$ cat src/rtl/core/btnrep_pkg.sv
`default_nettype none

package btnrep_pkg;

    // Field and register widths.
    localparam int unsigned BTN_W   = 4;
    localparam int unsigned MS_W    = 12;
    localparam int unsigned DEB_W   = 11;
    localparam int unsigned STEP_W  = 16;
    localparam int unsigned FREQ_W  = 17;
    localparam int unsigned AMP_W   = 11;
    localparam int unsigned WAVE_W  = 2;
    localparam int unsigned CNT_W   = 3;
    localparam int unsigned CFG_IDX_W  = 3;
    localparam int unsigned CFG_DATA_W = 17;

    // Configuration register indexes.
    localparam logic [CFG_IDX_W-1:0] REG_DEBOUNCE     = 3'd0;
    localparam logic [CFG_IDX_W-1:0] REG_FIRST_REPEAT = 3'd1;
    localparam logic [CFG_IDX_W-1:0] REG_FAST_REPEAT  = 3'd2;
    localparam logic [CFG_IDX_W-1:0] REG_FREQ_UP      = 3'd3;
    localparam logic [CFG_IDX_W-1:0] REG_FREQ_DOWN    = 3'd4;
    localparam logic [CFG_IDX_W-1:0] REG_FREQ_HIGH    = 3'd5;
    localparam logic [CFG_IDX_W-1:0] REG_FREQ_LOW     = 3'd6;

    // Register reset values.
    localparam logic [DEB_W-1:0]  RST_DEBOUNCE     = 11'd20;
    localparam logic [MS_W-1:0]   RST_FIRST_REPEAT = 12'd1000;
    localparam logic [MS_W-1:0]   RST_FAST_REPEAT  = 12'd200;
    localparam logic [STEP_W-1:0] RST_FREQ_UP      = 16'd50;
    localparam logic [STEP_W-1:0] RST_FREQ_DOWN    = 16'd50;
    localparam logic [FREQ_W-1:0] RST_FREQ_HIGH    = 17'd100000;
    localparam logic [FREQ_W-1:0] RST_FREQ_LOW     = 17'd5;
    localparam logic [FREQ_W-1:0] RST_FREQ_VALUE   = 17'd1000;

    // Button patterns (active low).
    localparam logic [BTN_W-1:0] PAT_RELEASED = 4'b1111;
    localparam logic [BTN_W-1:0] PAT_AMP_UP   = 4'b0101;
    localparam logic [BTN_W-1:0] PAT_AMP_DOWN = 4'b0110;
    localparam logic [BTN_W-1:0] PAT_FREQ_UP  = 4'b1001;
    localparam logic [BTN_W-1:0] PAT_FREQ_DN  = 4'b1010;
    localparam logic [BTN_W-1:0] PAT_WAVE     = 4'b1101;

    // Limits.
    localparam logic [MS_W-1:0]   MS_MAX        = 12'hFFF;
    localparam logic [FREQ_W-1:0] FREQ_MAX      = 17'h1FFFF;
    localparam logic [CNT_W-1:0]  COUNT_MAX     = 3'd7;
    localparam logic [CNT_W-1:0]  FAST_AFTER    = 3'd4;
    localparam logic [WAVE_W-1:0] WAVE_LAST     = 2'd2;

    typedef enum logic [3:0] {
        PH_POLL    = 4'b0001,
        PH_DEB     = 4'b0010,
        PH_DECODE  = 4'b0100,
        PH_RELEASE = 4'b1000
    } phase_t;

    typedef struct packed {
        logic [DEB_W-1:0]  debounce_ms;
        logic [MS_W-1:0]   first_repeat_ms;
        logic [MS_W-1:0]   fast_repeat_ms;
        logic [STEP_W-1:0] freq_up_step;
        logic [STEP_W-1:0] freq_down_step;
        logic [FREQ_W-1:0] freq_limit_high;
        logic [FREQ_W-1:0] freq_limit_low;
    } cfg_t;

    typedef struct packed {
        logic [AMP_W-1:0]  amplitude;
        logic [FREQ_W-1:0] frequency;
        logic [WAVE_W-1:0] waveform;
        logic              changed;
    } result_t;

endpackage

`default_nettype wire

$ cat src/rtl/core/btnrep_cfg_regs.sv
`default_nettype none

module btnrep_cfg_regs (
    input  wire                                   aclk,
    input  wire                                   aresetn,
    input  wire                                   cfg_we,
    input  wire  [btnrep_pkg::CFG_IDX_W-1:0]      cfg_index,
    input  wire  [btnrep_pkg::CFG_DATA_W-1:0]     cfg_wdata,
    output btnrep_pkg::cfg_t                      cfg
);

    btnrep_pkg::cfg_t cfg_reg;
    btnrep_pkg::cfg_t cfg_next;

    // Decode the write; each register keeps only its own low bits.
    always_comb begin
        cfg_next = cfg_reg;
        if (cfg_we) begin
            case (cfg_index)
                btnrep_pkg::REG_DEBOUNCE:
                    cfg_next.debounce_ms = cfg_wdata[btnrep_pkg::DEB_W-1:0];
                btnrep_pkg::REG_FIRST_REPEAT:
                    cfg_next.first_repeat_ms = cfg_wdata[btnrep_pkg::MS_W-1:0];
                btnrep_pkg::REG_FAST_REPEAT:
                    cfg_next.fast_repeat_ms = cfg_wdata[btnrep_pkg::MS_W-1:0];
                btnrep_pkg::REG_FREQ_UP:
                    cfg_next.freq_up_step = cfg_wdata[btnrep_pkg::STEP_W-1:0];
                btnrep_pkg::REG_FREQ_DOWN:
                    cfg_next.freq_down_step = cfg_wdata[btnrep_pkg::STEP_W-1:0];
                btnrep_pkg::REG_FREQ_HIGH:
                    cfg_next.freq_limit_high = cfg_wdata[btnrep_pkg::FREQ_W-1:0];
                btnrep_pkg::REG_FREQ_LOW:
                    cfg_next.freq_limit_low = cfg_wdata[btnrep_pkg::FREQ_W-1:0];
                default: begin
                    cfg_next = cfg_reg;
                end
            endcase
        end
    end

    always_ff @(posedge aclk) begin
        if (!aresetn) begin
            cfg_reg.debounce_ms     <= btnrep_pkg::RST_DEBOUNCE;
            cfg_reg.first_repeat_ms <= btnrep_pkg::RST_FIRST_REPEAT;
            cfg_reg.fast_repeat_ms  <= btnrep_pkg::RST_FAST_REPEAT;
            cfg_reg.freq_up_step    <= btnrep_pkg::RST_FREQ_UP;
            cfg_reg.freq_down_step  <= btnrep_pkg::RST_FREQ_DOWN;
            cfg_reg.freq_limit_high <= btnrep_pkg::RST_FREQ_HIGH;
            cfg_reg.freq_limit_low  <= btnrep_pkg::RST_FREQ_LOW;
        end else begin
            cfg_reg <= cfg_next;
        end
    end

    assign cfg = cfg_reg;

endmodule

`default_nettype wire

$ cat src/rtl/core/btnrep_core.sv
`default_nettype none

module btnrep_core #(
    parameter int unsigned AMP_LEVELS = 128
) (
    input  wire                               aclk,
    input  wire                               aresetn,
    input  wire                               step_en,
    input  wire  [btnrep_pkg::BTN_W-1:0]      buttons,
    input  wire                               ms_tick,
    input  wire  btnrep_pkg::cfg_t            cfg,
    output btnrep_pkg::result_t               result
);

    localparam logic [btnrep_pkg::AMP_W-1:0] AMP_TOP = btnrep_pkg::AMP_W'(AMP_LEVELS);

    btnrep_pkg::phase_t                 phase_reg, phase_next;
    logic [btnrep_pkg::BTN_W-1:0]       held_reg, held_next;
    logic [btnrep_pkg::MS_W-1:0]        elapsed_reg, elapsed_next, elapsed_tick;
    logic [btnrep_pkg::MS_W-1:0]        delay_reg, delay_next;
    logic [btnrep_pkg::CNT_W-1:0]       count_reg, count_next;
    logic [btnrep_pkg::AMP_W-1:0]       amp_reg, amp_next;
    logic [btnrep_pkg::FREQ_W-1:0]      freq_reg, freq_next;
    logic [btnrep_pkg::WAVE_W-1:0]      wave_reg, wave_next;
    logic                               changed;
    logic [btnrep_pkg::FREQ_W:0]        freq_sum;

    // Millisecond counter advances first and saturates.
    assign elapsed_tick = (ms_tick && (elapsed_reg != btnrep_pkg::MS_MAX))
                          ? elapsed_reg + 1'b1 : elapsed_reg;

    assign freq_sum = {1'b0, freq_reg} + {2'b00, cfg.freq_up_step};

    // One poll step: phase sequencing and command decode.
    always_comb begin
        phase_next   = phase_reg;
        held_next    = held_reg;
        elapsed_next = elapsed_tick;
        delay_next   = delay_reg;
        count_next   = count_reg;
        amp_next     = amp_reg;
        freq_next    = freq_reg;
        wave_next    = wave_reg;
        changed      = 1'b0;
        case (phase_reg)
            btnrep_pkg::PH_POLL: begin
                held_next = buttons;
                if (buttons != btnrep_pkg::PAT_RELEASED) begin
                    phase_next   = btnrep_pkg::PH_DEB;
                    elapsed_next = '0;
                end
            end
            btnrep_pkg::PH_DEB: begin
                if (elapsed_tick >= {1'b0, cfg.debounce_ms}) begin
                    phase_next = (buttons == held_reg) ? btnrep_pkg::PH_DECODE
                                                       : btnrep_pkg::PH_POLL;
                    delay_next = cfg.first_repeat_ms;
                    count_next = '0;
                end
            end
            btnrep_pkg::PH_DECODE: begin
                elapsed_next = '0;
                changed      = 1'b1;
                case (held_reg)
                    btnrep_pkg::PAT_AMP_UP: begin
                        if (amp_reg < AMP_TOP) amp_next = amp_reg + 1'b1;
                    end
                    btnrep_pkg::PAT_AMP_DOWN: begin
                        if (amp_reg != '0) amp_next = amp_reg - 1'b1;
                    end
                    btnrep_pkg::PAT_FREQ_UP: begin
                        if (freq_reg < cfg.freq_limit_high) begin
                            freq_next = freq_sum[btnrep_pkg::FREQ_W]
                                        ? btnrep_pkg::FREQ_MAX
                                        : freq_sum[btnrep_pkg::FREQ_W-1:0];
                        end
                    end
                    btnrep_pkg::PAT_FREQ_DN: begin
                        if (freq_reg > cfg.freq_limit_low) begin
                            freq_next = (freq_reg >= {1'b0, cfg.freq_down_step})
                                        ? freq_reg - {1'b0, cfg.freq_down_step}
                                        : '0;
                        end
                    end
                    btnrep_pkg::PAT_WAVE: begin
                        wave_next = (wave_reg >= btnrep_pkg::WAVE_LAST)
                                    ? '0 : wave_reg + 1'b1;
                    end
                    default: begin
                        changed = 1'b0;
                    end
                endcase
                phase_next = changed ? btnrep_pkg::PH_RELEASE : btnrep_pkg::PH_POLL;
            end
            btnrep_pkg::PH_RELEASE: begin
                if (buttons != held_reg) begin
                    phase_next = btnrep_pkg::PH_POLL;
                end else if (elapsed_tick >= delay_reg) begin
                    phase_next = btnrep_pkg::PH_DECODE;
                    if (count_reg > btnrep_pkg::FAST_AFTER) delay_next = cfg.fast_repeat_ms;
                    if (count_reg != btnrep_pkg::COUNT_MAX) count_next = count_reg + 1'b1;
                end
            end
            default: begin
                phase_next = btnrep_pkg::PH_POLL;
            end
        endcase
    end

    // Control state and settings update once per accepted word.
    always_ff @(posedge aclk) begin
        if (!aresetn) begin
            phase_reg   <= btnrep_pkg::PH_POLL;
            held_reg    <= '0;
            elapsed_reg <= '0;
            delay_reg   <= btnrep_pkg::RST_FIRST_REPEAT;
            count_reg   <= '0;
            amp_reg     <= '0;
            freq_reg    <= btnrep_pkg::RST_FREQ_VALUE;
            wave_reg    <= '0;
        end else if (step_en) begin
            phase_reg   <= phase_next;
            held_reg    <= held_next;
            elapsed_reg <= elapsed_next;
            delay_reg   <= delay_next;
            count_reg   <= count_next;
            amp_reg     <= amp_next;
            freq_reg    <= freq_next;
            wave_reg    <= wave_next;
        end
    end

    // The result shows the settings after this step.
    assign result.amplitude = amp_next;
    assign result.frequency = freq_next;
    assign result.waveform  = wave_next;
    assign result.changed   = changed;

endmodule

`default_nettype wire

$ cat src/rtl/core/button_setting_control_autorepeat.sv
`default_nettype none
// Channel   Direction  Handshake           Word
// s_        in         s_valid / s_ready   s_buttons, s_ms_tick
// m_        out        m_valid / m_ready   m_amplitude, m_frequency, m_waveform, m_changed
// cfg_      in         cfg_we              cfg_index, cfg_wdata (no read-back)
//
// One word per cycle sustained while the result is not stalled; each word passes through the
// input register, then the single-step update into the result register.
// Synchronous active-low reset restores the register defaults and settings.
// A stalled result holds the pipe; s_ready falls only when both registers are full
// and m_ready is low.

module button_setting_control_autorepeat #(
    parameter int unsigned AMP_LEVELS = 128
) (
    input  wire                                  aclk,
    input  wire                                  aresetn,
    input  wire                                  s_valid,
    output logic                                 s_ready,
    input  wire  [btnrep_pkg::BTN_W-1:0]         s_buttons,
    input  wire                                  s_ms_tick,
    output logic                                 m_valid,
    input  wire                                  m_ready,
    output logic [btnrep_pkg::AMP_W-1:0]         m_amplitude,
    output logic [btnrep_pkg::FREQ_W-1:0]        m_frequency,
    output logic [btnrep_pkg::WAVE_W-1:0]        m_waveform,
    output logic                                 m_changed,
    input  wire                                  cfg_we,
    input  wire  [btnrep_pkg::CFG_IDX_W-1:0]     cfg_index,
    input  wire  [btnrep_pkg::CFG_DATA_W-1:0]    cfg_wdata
);

    btnrep_pkg::cfg_t              cfg;
    btnrep_pkg::result_t           result;
    logic                          in_valid_reg;
    logic [btnrep_pkg::BTN_W-1:0]  in_buttons_reg;
    logic                          in_tick_reg;
    logic                          out_valid_reg;
    btnrep_pkg::result_t           out_reg;
    logic                          advance;

    // The input word moves on whenever the result register is free.
    assign advance = !out_valid_reg || m_ready;
    assign s_ready = !in_valid_reg || advance;

    btnrep_cfg_regs u_cfg (
        .aclk      (aclk),
        .aresetn   (aresetn),
        .cfg_we    (cfg_we),
        .cfg_index (cfg_index),
        .cfg_wdata (cfg_wdata),
        .cfg       (cfg)
    );

    btnrep_core #(
        .AMP_LEVELS (AMP_LEVELS)
    ) u_core (
        .aclk    (aclk),
        .aresetn (aresetn),
        .step_en (in_valid_reg && advance),
        .buttons (in_buttons_reg),
        .ms_tick (in_tick_reg),
        .cfg     (cfg),
        .result  (result)
    );

    // Input register.
    always_ff @(posedge aclk) begin
        if (!aresetn) begin
            in_valid_reg <= 1'b0;
        end else if (s_ready) begin
            in_valid_reg <= s_valid;
        end
    end

    always_ff @(posedge aclk) begin
        if (s_ready && s_valid) begin
            in_buttons_reg <= s_buttons;
            in_tick_reg    <= s_ms_tick;
        end
    end

    // Result register.
    always_ff @(posedge aclk) begin
        if (!aresetn) begin
            out_valid_reg <= 1'b0;
        end else if (advance) begin
            out_valid_reg <= in_valid_reg;
        end
    end

    always_ff @(posedge aclk) begin
        if (advance && in_valid_reg) begin
            out_reg <= result;
        end
    end

    assign m_valid     = out_valid_reg;
    assign m_amplitude = out_reg.amplitude;
    assign m_frequency = out_reg.frequency;
    assign m_waveform  = out_reg.waveform;
    assign m_changed   = out_reg.changed;

endmodule

`default_nettype wire
$ cat config.mk
export PLATFORM = sky130hd
export DESIGN_NAME = button_setting_control_autorepeat
export DESIGN_NICKNAME = d
export VERILOG_FILES = /design/src/rtl/core/btnrep_pkg.sv /design/src/rtl/core/btnrep_cfg_regs.sv /design/src/rtl/core/btnrep_core.sv /design/src/rtl/core/button_setting_control_autorepeat.sv
export SDC_FILE = /design/constraint.sdc
export NUM_CORES = 1
export LEC_CHECK = 0
export BUFFER_PORTS_ARGS = -buffer_cell sky130_fd_sc_hd__buf_4
export CAP_MARGIN = 20
export CORE_MARGIN = 1.5
export CORE_UTILIZATION = 65
export DETAILED_ROUTE_END_ITERATION = 12
export PLACE_DENSITY = 0.83
export SLEW_MARGIN = 20
export SYNTH_ARGS = -nofsm -noshare
export SYNTH_HDL_FRONTEND = slang
export SYNTH_SLANG_ARGS = --single-unit
export TNS_END_PERCENT = 1
$ cat constraint.sdc
create_clock -name aclk -period 5.9 [get_ports aclk]
set_input_delay 0.885 -clock aclk [delete_from_list [all_inputs] [get_ports aclk]]
set_output_delay 0.885 -clock aclk [all_outputs]
set_load 0.01 [all_outputs]
==> flow_metrics.tcl, run 1 <==
set metrics [dict create \
    outcome "complete, no violations" \
    grt_antenna_before_repair 0 \
    fp.dieH_um 138 \
    clockBufferDepth 3 \
    synth-main-ff-cell "dfxtp_1" \
    vias 10500 \
    met3_wirelength_um 2330 \
    min_period_over_period_pct 73.2 \
    synthArstFlopShare_pct 0 \
    path_class "reg -> reg" \
    row_count 49 \
    hold_viol 0 \
    clock_latency_ps 520 \
    routed.top_layer "met4" \
    die-area_um2 19000 \
    drt_pass1_iterations 6 \
    port_buffers 62 \
    clkSinkCount 204 \
    post-dp-hpwl_um 21500 \
    avgSynthCellArea_um2 8.25 \
    synth_area_leaders "dfxtp_1 (28%), ha_1 (9.9%), edfxtp_1 (9.1%)" \
    drv_cap 0 \
    critPathArrivalTime_ps 4680 \
    grt_usage_pct 31.9 \
    gp_congestion 0.964 \
    fin_util_pct 73.6 \
    cts_tree "done" \
    synth-edff-count 36 \
    powerDensity_nw_per_um2 240 \
    drive_gt1_share_pct 8.82 \
    start_kind "register" \
    setup_tns_ps 0 \
    largest_register_ffs 101 \
    final_area_um2 13200 \
    p_leak_nw 5.28 \
    fmax_mhz 232 \
    synth_mux_area_share_pct 1.48 \
    post_cts_buffers 0 \
    yosys_warnings 0 \
    vdd_ir_drop_max_mv 0.294 \
    grt_pass1_vias 9615 \
    areaGrowthSynthToFinish_pct 11.4 \
    synthDominantCellAreaShare_pct 28.4 \
    totalPowerFinal_mw 3.16 \
    drc 0 \
    h-tree-depth 1 \
    tightest_slew_ps 1010 \
    syn_nets 1560 \
    synth_top_family_by_area "compound AO/OA/AOI/OAI gates" \
    antenna_left 0 \
    syn_area_um2 11800 \
    hold_class "reg -> reg" \
    synth_xor_area_share_pct 3.78 \
    worst-endpoint-required_ps 6270 \
    netlist_instances 1434 \
    endpoint_kind "register" \
    grt_pass1_wl_um 48100 \
    synth_cell_types 72 \
    synth.largest_area_cell "dfxtp_1" \
    period_needed_ps 4320 \
    rsz0062_at_grt "no" \
    diodes 0 \
    chipWidth_um 138 \
    skew_ps 6.97 \
    max-slew-margin-rel_pct 31.5 \
    cts_buffers 22 \
    synthSimpleGateAreaFrac_pct 20.5 \
    finalSetupViolations 0 \
    wl_met2_um 13800 \
    viasPerCell 6.11 \
    drtIter0Drc 1024 \
    ys_seq_area_share_pct 37.6 \
    route.detailed.wl_per_inst_um 17.6 \
    ys_seq_elements 204 \
    synth_fa_ha_area_share_pct 10.3 \
    nets 1597 \
    cts_resized 0 \
    instances_no_fill 1714 \
    pre_cts_ws_ps 1720 \
    wl_um 30200 \
    place_area_um2 12400 \
    dp.cells 1675 \
    initial_core_util_pct 66.1 \
    wl_met1_um 13300 \
    worstPathMaxFanout 24 \
    final_max_slew_viol_count 0 \
    clk_pin_slew_ps 60 \
    worst_slack_ps 1580 \
    cts_hold_buf 0 \
    synth_compound_area_share_pct 21.6 \
    cts_root_buf "clkbuf_16" \
    io_pins 63 \
    layout_common_cells "nand2_1 (282), dfxtp_1 (168), a21oi_1 (94), ha_1 (94)" \
    grt.overflow.total 0 \
    final_common_cell "nand2_1" \
    coreArea_um2 17900 \
    grt_max_degree 65 \
    whs_ps 457 \
]
==> critical path: stages (launching register included) <==
cell and delay [ps]:
dfxtp_1 440, and4_1 320, nand4_2 160, o21ai_1 480, nor2b_1 230, nand4_1 160
xnor2_1 120, ha_1 310, and4_1 220, o2111ai_1 120, o21ai_0 430, o211ai_2 520
a2111oi_0 580, a31oi_1 70
==> cells by family (layout without fill, tap and decap cells) <==
kind of cell    after synthesis  in the layout
flops                       204            204
mux                          17             17
simple gates                540            540
buf+inv                     146            197
xor+xnor                     51             51
fa+ha+maj                    96             96
compound gates              380            380
==> cells in the mapped netlist (7+ instances only) <==
cell       count
o21a_1        14
and3_1        10
a31oi_1       14
xnor2_1       32
nand4_1       18
mux2i_1       13
clkbuf_1      57
xor2_1        19
edfxtp_1      36
inv_1         84
nand2b_1      16
a21o_1        18
o211ai_1      27
dfxtp_1      168
a2111oi_0      8
nor2_1        84
o21ai_1        8
ha_1          94
a211oi_1      17
o22ai_1       15
a21oi_1       94
nand3_1       38
and2_1        19
a22oi_1        7
nand2_1      282
nor3_1        26
a22o_1        15
nor2b_1       14
o21ai_0       47
a21boi_0      52
==> cell type report <==
| class | instances | area [um2] |
|---|---|---|
| fill | 1409 | 4730 |
| multi-input combinational | 1084 | 6830 |
| timing repair buffer | 74 | 556 |
| sequential | 204 | 4440 |
| tap | 229 | 287 |
| clock inverter | 11 | 153 |
| inverter | 85 | 319 |
| clock buffer | 27 | 579 |
==> report_power, final <==
group / internal (mW) / leakage, nW / switching [mW]
registers: 1.45 / 1.69 / 0.0232
logic: 0.109 / 3.24 / 0.176
clock network: 0.834 / 0.354 / 0.569
total: 2.39 / 5.28 / 0.768
==> worst paths after layout <==
path                                            start                   to  slack [ps]  depth (start not counted)
worst min-delay path                    u_cfg.cfg[91]        u_cfg.cfg[91]         460                          2
worst max register to register  u_core.elapsed_reg[4]  u_core.delay_reg[5]        1580                         13
worst min register to register          u_cfg.cfg[91]        u_cfg.cfg[91]         460                          2
worst max-delay path            u_core.elapsed_reg[4]  u_core.delay_reg[5]        1580                         13
==> layer usage <==
metal  vias up  global-route usage (%)
met3        65                    5.04
met1      4877                    43.9
met2       392                    51.6
li1       5140                       -
met5         -                       0
met4         0                    9.49
Power figures use the tool's default switching activity.
==> run 2: changes to the inputs <==
CORE_UTILIZATION = 56   (was 65)
PLACE_DENSITY = 0.76   (was 0.83)
clock period = 3.7 ns   (was 5.9 ns; I/O delays follow)
==> run 2 against run 1 <==
Effect of this change: cell count increased by 3.6%; register-to-register slack got worse by 1400 ps; sequential share of layout area decreased by 0.58 points; flip-flop and latch count unchanged; hold slack got worse by 230 ps; largest power group unchanged; highest routed layer unchanged.
==> flow_metrics.tcl, run 2 (synthesis gave the netlist of run 1 again) <==
set metrics [dict create \
    outcome "complete, no violations" \
    min_period_over_period_pct 94.4 \
    wl_um 30600 \
    powerDensity_nw_per_um2 368 \
    path_class "reg -> reg" \
    grt.overflow.total 0 \
    start_kind "register" \
    post_cts_buffers 0 \
    critPathLaunch "u_core.elapsed_reg[6]" \
    largest_register_ffs 101 \
    rsz0062_at_grt "no" \
    final_common_cell "nand2_1" \
    die-area_um2 22000 \
    drt_pass1_iterations 5 \
    worstPathMaxFanout 12 \
    layout_common_cells "nand2_1 (282), dfxtp_1 (167), ha_1 (94)" \
    final_max_slew_viol_count 0 \
    cts_buffers 22 \
    h-tree-depth 1 \
    hold_class "in -> reg" \
    fp.dieH_um 148 \
    worst-endpoint-required_ps 4050 \
    row_count 52 \
    r2r_cells 15 \
    clk_pin_slew_ps 60 \
    setup_tns_ps 0 \
    drc 0 \
    grt_pass1_vias 9742 \
    period_needed_ps 3490 \
    clkSinkCount 204 \
    coreArea_um2 20500 \
    p_leak_nw 5.40 \
    finalSetupViolations 0 \
    endpoint_kind "register" \
    vias 10400 \
    initial_core_util_pct 57.7 \
    drtIter0Drc 923 \
    cts_root_buf "clkbuf_16" \
    hp-start "s_ms_tick" \
    antenna_left 0 \
    hold_depth 1 \
    drive_gt1_share_pct 10.5 \
    fmax_mhz 286 \
    grt_usage_pct 27.9 \
    vdd_ir_drop_max_mv 0.346 \
    clock_latency_ps 500 \
    diodes 0 \
    skew_ps 8.22 \
    cts_tree "done" \
    tightest_slew_ps 816 \
    port_buffers 62 \
    chipWidth_um 148 \
    max-slew-margin-rel_pct 45.4 \
    viasPerCell 5.88 \
    areaGrowthSynthToFinish_pct 13.3 \
    hold_viol 0 \
    drv_cap 0 \
    reg2reg_from "u_core.elapsed_reg[6]" \
    critPathArrivalTime_ps 3850 \
    io_pins 63 \
    grt_pass1_wl_um 49700 \
    post-dp-hpwl_um 22100 \
    cts_hold_buf 0 \
    clockBufferDepth 3 \
    nets 1618 \
    totalPowerFinal_mw 4.94 \
    gp_congestion 0.952 \
    grt_antenna_before_repair 0 \
    grt_max_degree 74 \
    route.detailed.wl_per_inst_um 17.2 \
]
[run 2: changes by cell type in the layout (fill, tap and decap cells not counted), sizes merged]
cell | before | now
clkinvlp | 2 | 1
bufinv | 3 | 1
clkinv | 5 | 2
buf | 74 | 94
clkbuf | 27 | 34
[run 2: critical path: stages, from the launching register on]
cell and delay, ps:
dfxtp_1 370, and4_2 290, nand4_2 170, o21ai_2 220, buf_4 170, xor2_1 270
ha_1 170, nand2b_1 100, a21o_1 110, a21oi_1 80, o211a_1 250, a21oi_2 210
o211ai_2 190, buf_8 200, a2111oi_0 470, a31oi_1 80
[run 2: final timing paths]
| kind | to | slack [ps] |
|---|---|---|
| worst max-delay path | u_core.delay_reg[9] | 210 |
| worst min-delay path | in_tick_reg | 220 |
| worst max register to register | u_core.delay_reg[9] | 210 |
| worst min register to register | u_cfg.cfg[71] | 450 |
[run 2: metal layers]
metal | vias up | share of wire [%] | global-route usage [%]
met5 | - | 0 | 0
met4 | 0 | 1.7 | 6.49
met3 | 39 | 6.8 | 3.93
met2 | 339 | 45 | 44.6
met1 | 4899 | 46 | 39.9
li1 | 5172 | - | -
[run 2: layout make-up]
type | count | area [um2]
tap | 270 | 338
clock buffer | 33 | 633
fill | 1736 | 7090
clock inverter | 5 | 56.3
sequential | 204 | 4450
multi-input combinational | 1084 | 6870
timing repair buffer | 95 | 738
inverter | 85 | 319
[run 2: report_power, final]
part | internal [mW] | leakage (nW) | switching, mW
Combinational | 0.182 | 3.38 | 0.277
Clock | 1.25 | 0.334 | 0.877
Sequential | 2.31 | 1.69 | 0.0373
Total | 3.74 | 5.40 | 1.19
[run 2: timing repair]
| item | 4_1_cts | 5_1_grt |
|---|---|---|
| pin swaps | 0 | 5 |
| gates resized for setup | 3 | 11 |
| gates cloned | 0 | 1 |
| endpoints found under the setup margin | 11 | 19 |
[run 2: metrics by stage]
| step | instances | cell area, um2 | hold WS (ps) | util (%) | worst slack (ps) |
|---|---|---|---|---|---|
| CTS | 1775 | 13300 | 211 | 65.1 | 37.4 |
| global route | 1776 | 13400 | 214 | 65.4 | 14.7 |
| global placement | 1737 | 12600 | 441 | 61.7 | 95.0 |
| floorplan | 1434 | 11800 | 430 | - | 199 |
| finish | 1776 | 13400 | 225 | 65.4 | 206 |
| detailed placement | 1737 | 12600 | 447 | 61.7 | -73.6 |
==> run 3: changes to the inputs <==
CORE_MARGIN = 4   (was 1.5)
==> run 3 against run 2 <==
Effect of this change: non-clock buffer count increased by 2; clock skew increased by 6.6 ps; hold slack got worse by 8.1 ps; cell count increased by 0.34%; critical path type unchanged; highest routed layer unchanged; clock-buffer cell count decreased by 8; flip-flop and latch count unchanged; critical path depth increased by 1.
==> flow_metrics.tcl, run 3 (synthesis gave the netlist of run 1 again) <==
set metrics [dict create \
    outcome "complete, no violations" \
    cts_tree "done" \
    p_leak_nw 5.39 \
    chipWidth_um 153 \
    critPathBufInv 1 \
    wl_um 31300 \
    nets 1622 \
    drive_gt1_share_pct 10.8 \
    drv_cap 0 \
    grt_usage_pct 25.5 \
    clockBufferDepth 3 \
    cts_root_buf "clkbuf_16" \
    drc 0 \
    totalPowerFinal_mw 4.84 \
    row_count 52 \
    skew_ps 14.8 \
    hold_class "in -> reg" \
    antenna_left 0 \
    crit_slowest_cell "dfxtp_1" \
    critPathLaunch "u_core.elapsed_reg[5]" \
    grt_max_degree 59 \
    diodes 0 \
    grt_antenna_before_repair 0 \
    drtIter0Drc 752 \
    cts_buffers 22 \
    final_max_slew_viol_count 0 \
    port_buffers 62 \
    powerDensity_nw_per_um2 361 \
    viasPerCell 5.95 \
    endpoint_kind "register" \
    post-dp-hpwl_um 22500 \
    fin_util_pct 65.4 \
    fp.dieH_um 153 \
    coreArea_um2 20500 \
    io_pins 63 \
    vias 10600 \
    largest_register_ffs 101 \
    h-tree-depth 1 \
    tightest_slew_ps 885 \
    hold_viol 0 \
    clkSinkCount 204 \
    path_delay_family "compound AO/OA/AOI/OAI gates" \
    reg2reg_from "u_core.elapsed_reg[5]" \
    cpPeakStageDelay_ps 340 \
    r2r_cells 16 \
    clk_pin_slew_ps 60 \
    path_class "reg -> reg" \
    pre_cts_ws_ps -108 \
    fillers 1747 \
    initial_core_util_pct 57.7 \
    path_cells "and4_2 -> nand4_2 -> o21ai_2 -> nor2_1 -> nand3_1 -> xnor2_2 -> ha_1 -> a21o_1 -> a21o_1 -> a221o_1 -> a211oi_2 -> o21ai_2 -> o211ai_4 -> buf_4 -> nand3_1 -> o31ai_1" \
    worst-endpoint-required_ps 4120 \
    worst_slack_ps 74.7 \
    critPathArrivalTime_ps 4050 \
    die-area_um2 23500 \
    gp_congestion 0.965 \
    drt_pass1_iterations 5 \
    grt.overflow.total 0 \
    clock_latency_ps 510 \
    min_period_over_period_pct 98.0 \
    final_common_cell "nand2_1" \
    grt_pass1_vias 9728 \
    worstPathMaxFanout 6 \
    start_kind "register" \
    route.detailed.wl_per_inst_um 17.6 \
    period_needed_ps 3630 \
    finalSetupViolations 0 \
    areaGrowthSynthToFinish_pct 13.4 \
    fmax_mhz 276 \
    vdd_ir_drop_max_mv 0.289 \
    crit_cells 16 \
    setup_tns_ps 0 \
    max-slew-margin-rel_pct 40.4 \
    layout_common_cells "nand2_1 (282), dfxtp_1 (168), buf_4 (96)" \
    grt_pass1_wl_um 49900 \
    hp-start "s_buttons[1]" \
    hold_depth 1 \
]
run 3: changes by cell type in the layout (fill, tap and decap cells not counted), moves of 2 or more:
cell,before,now
clkinv_2,2,5
buf_4,93,96
clkinv_1,0,5
clkbuf_1,8,3
clkbuf_8,2,0
clkbuf_16,24,22
run 3: what timing repair did:
item,in CTS,in global routing
buffers inserted,0,2
endpoints found under the setup margin,12,19
gates resized for setup,2,10
cloned,1,1
hold buffers,0,0
pin swaps,1,1
run 3: area by class of cell:
class	count	area, um2	area share, %
timing repair buffer	97	741	5.52
multi-input combinational	1086	6910	51.6
tap	270	338	2.52
clock inverter	15	92.6	0.690
sequential	204	4440	33.1
inverter	85	319	2.38
clock buffer	25	562	4.19
run 3: layer usage:
metal  global-route usage, %  up-vias  share of wire, %
li1                        -     5197                 -
met1                    36.3     4968                45
met2                    39.8      383                44
met3                    5.00       62               8.6
met4                    6.48        0               2.4
met5                       0        -                 0
run 3: worst register-to-register path, stage by stage (launching register included):
cell and delay, ps:
dfxtp_1 340, and4_2 270, nand4_2 140, o21ai_2 90, nor2_1 230, nand3_1 190
xnor2_2 250, ha_1 300, a21o_1 200, a21o_1 170, a221o_1 310, a211oi_2 290
o21ai_2 200, o211ai_4 190, buf_4 200, nand3_1 80, o31ai_1 90
run 3: stage by stage:
stage	area (um2)	hold WS, ps	cells
global placement	12700	441	1738
finish	13400	217	1782
global route	13400	195	1782
floorplan	11800	430	1434
CTS	13300	203	1779
detailed placement	12700	444	1738
run 3: power breakdown:
group          total [mW]  switching, mW  internal (mW)  leakage [nW]
Clock                2.03          0.925           1.10         0.318
Sequential           2.35         0.0361           2.31          1.69
Combinational       0.466          0.283          0.183          3.38
Total                4.84           1.24           3.59          5.39
run 3: path summary, 6_finish.rpt:
check / to / slack (ps)
max: u_core.delay_reg[0] / 70
min: in_buttons_reg[1] / 220
max reg2reg: u_core.delay_reg[0] / 70
min reg2reg: u_cfg.cfg[88] / 450
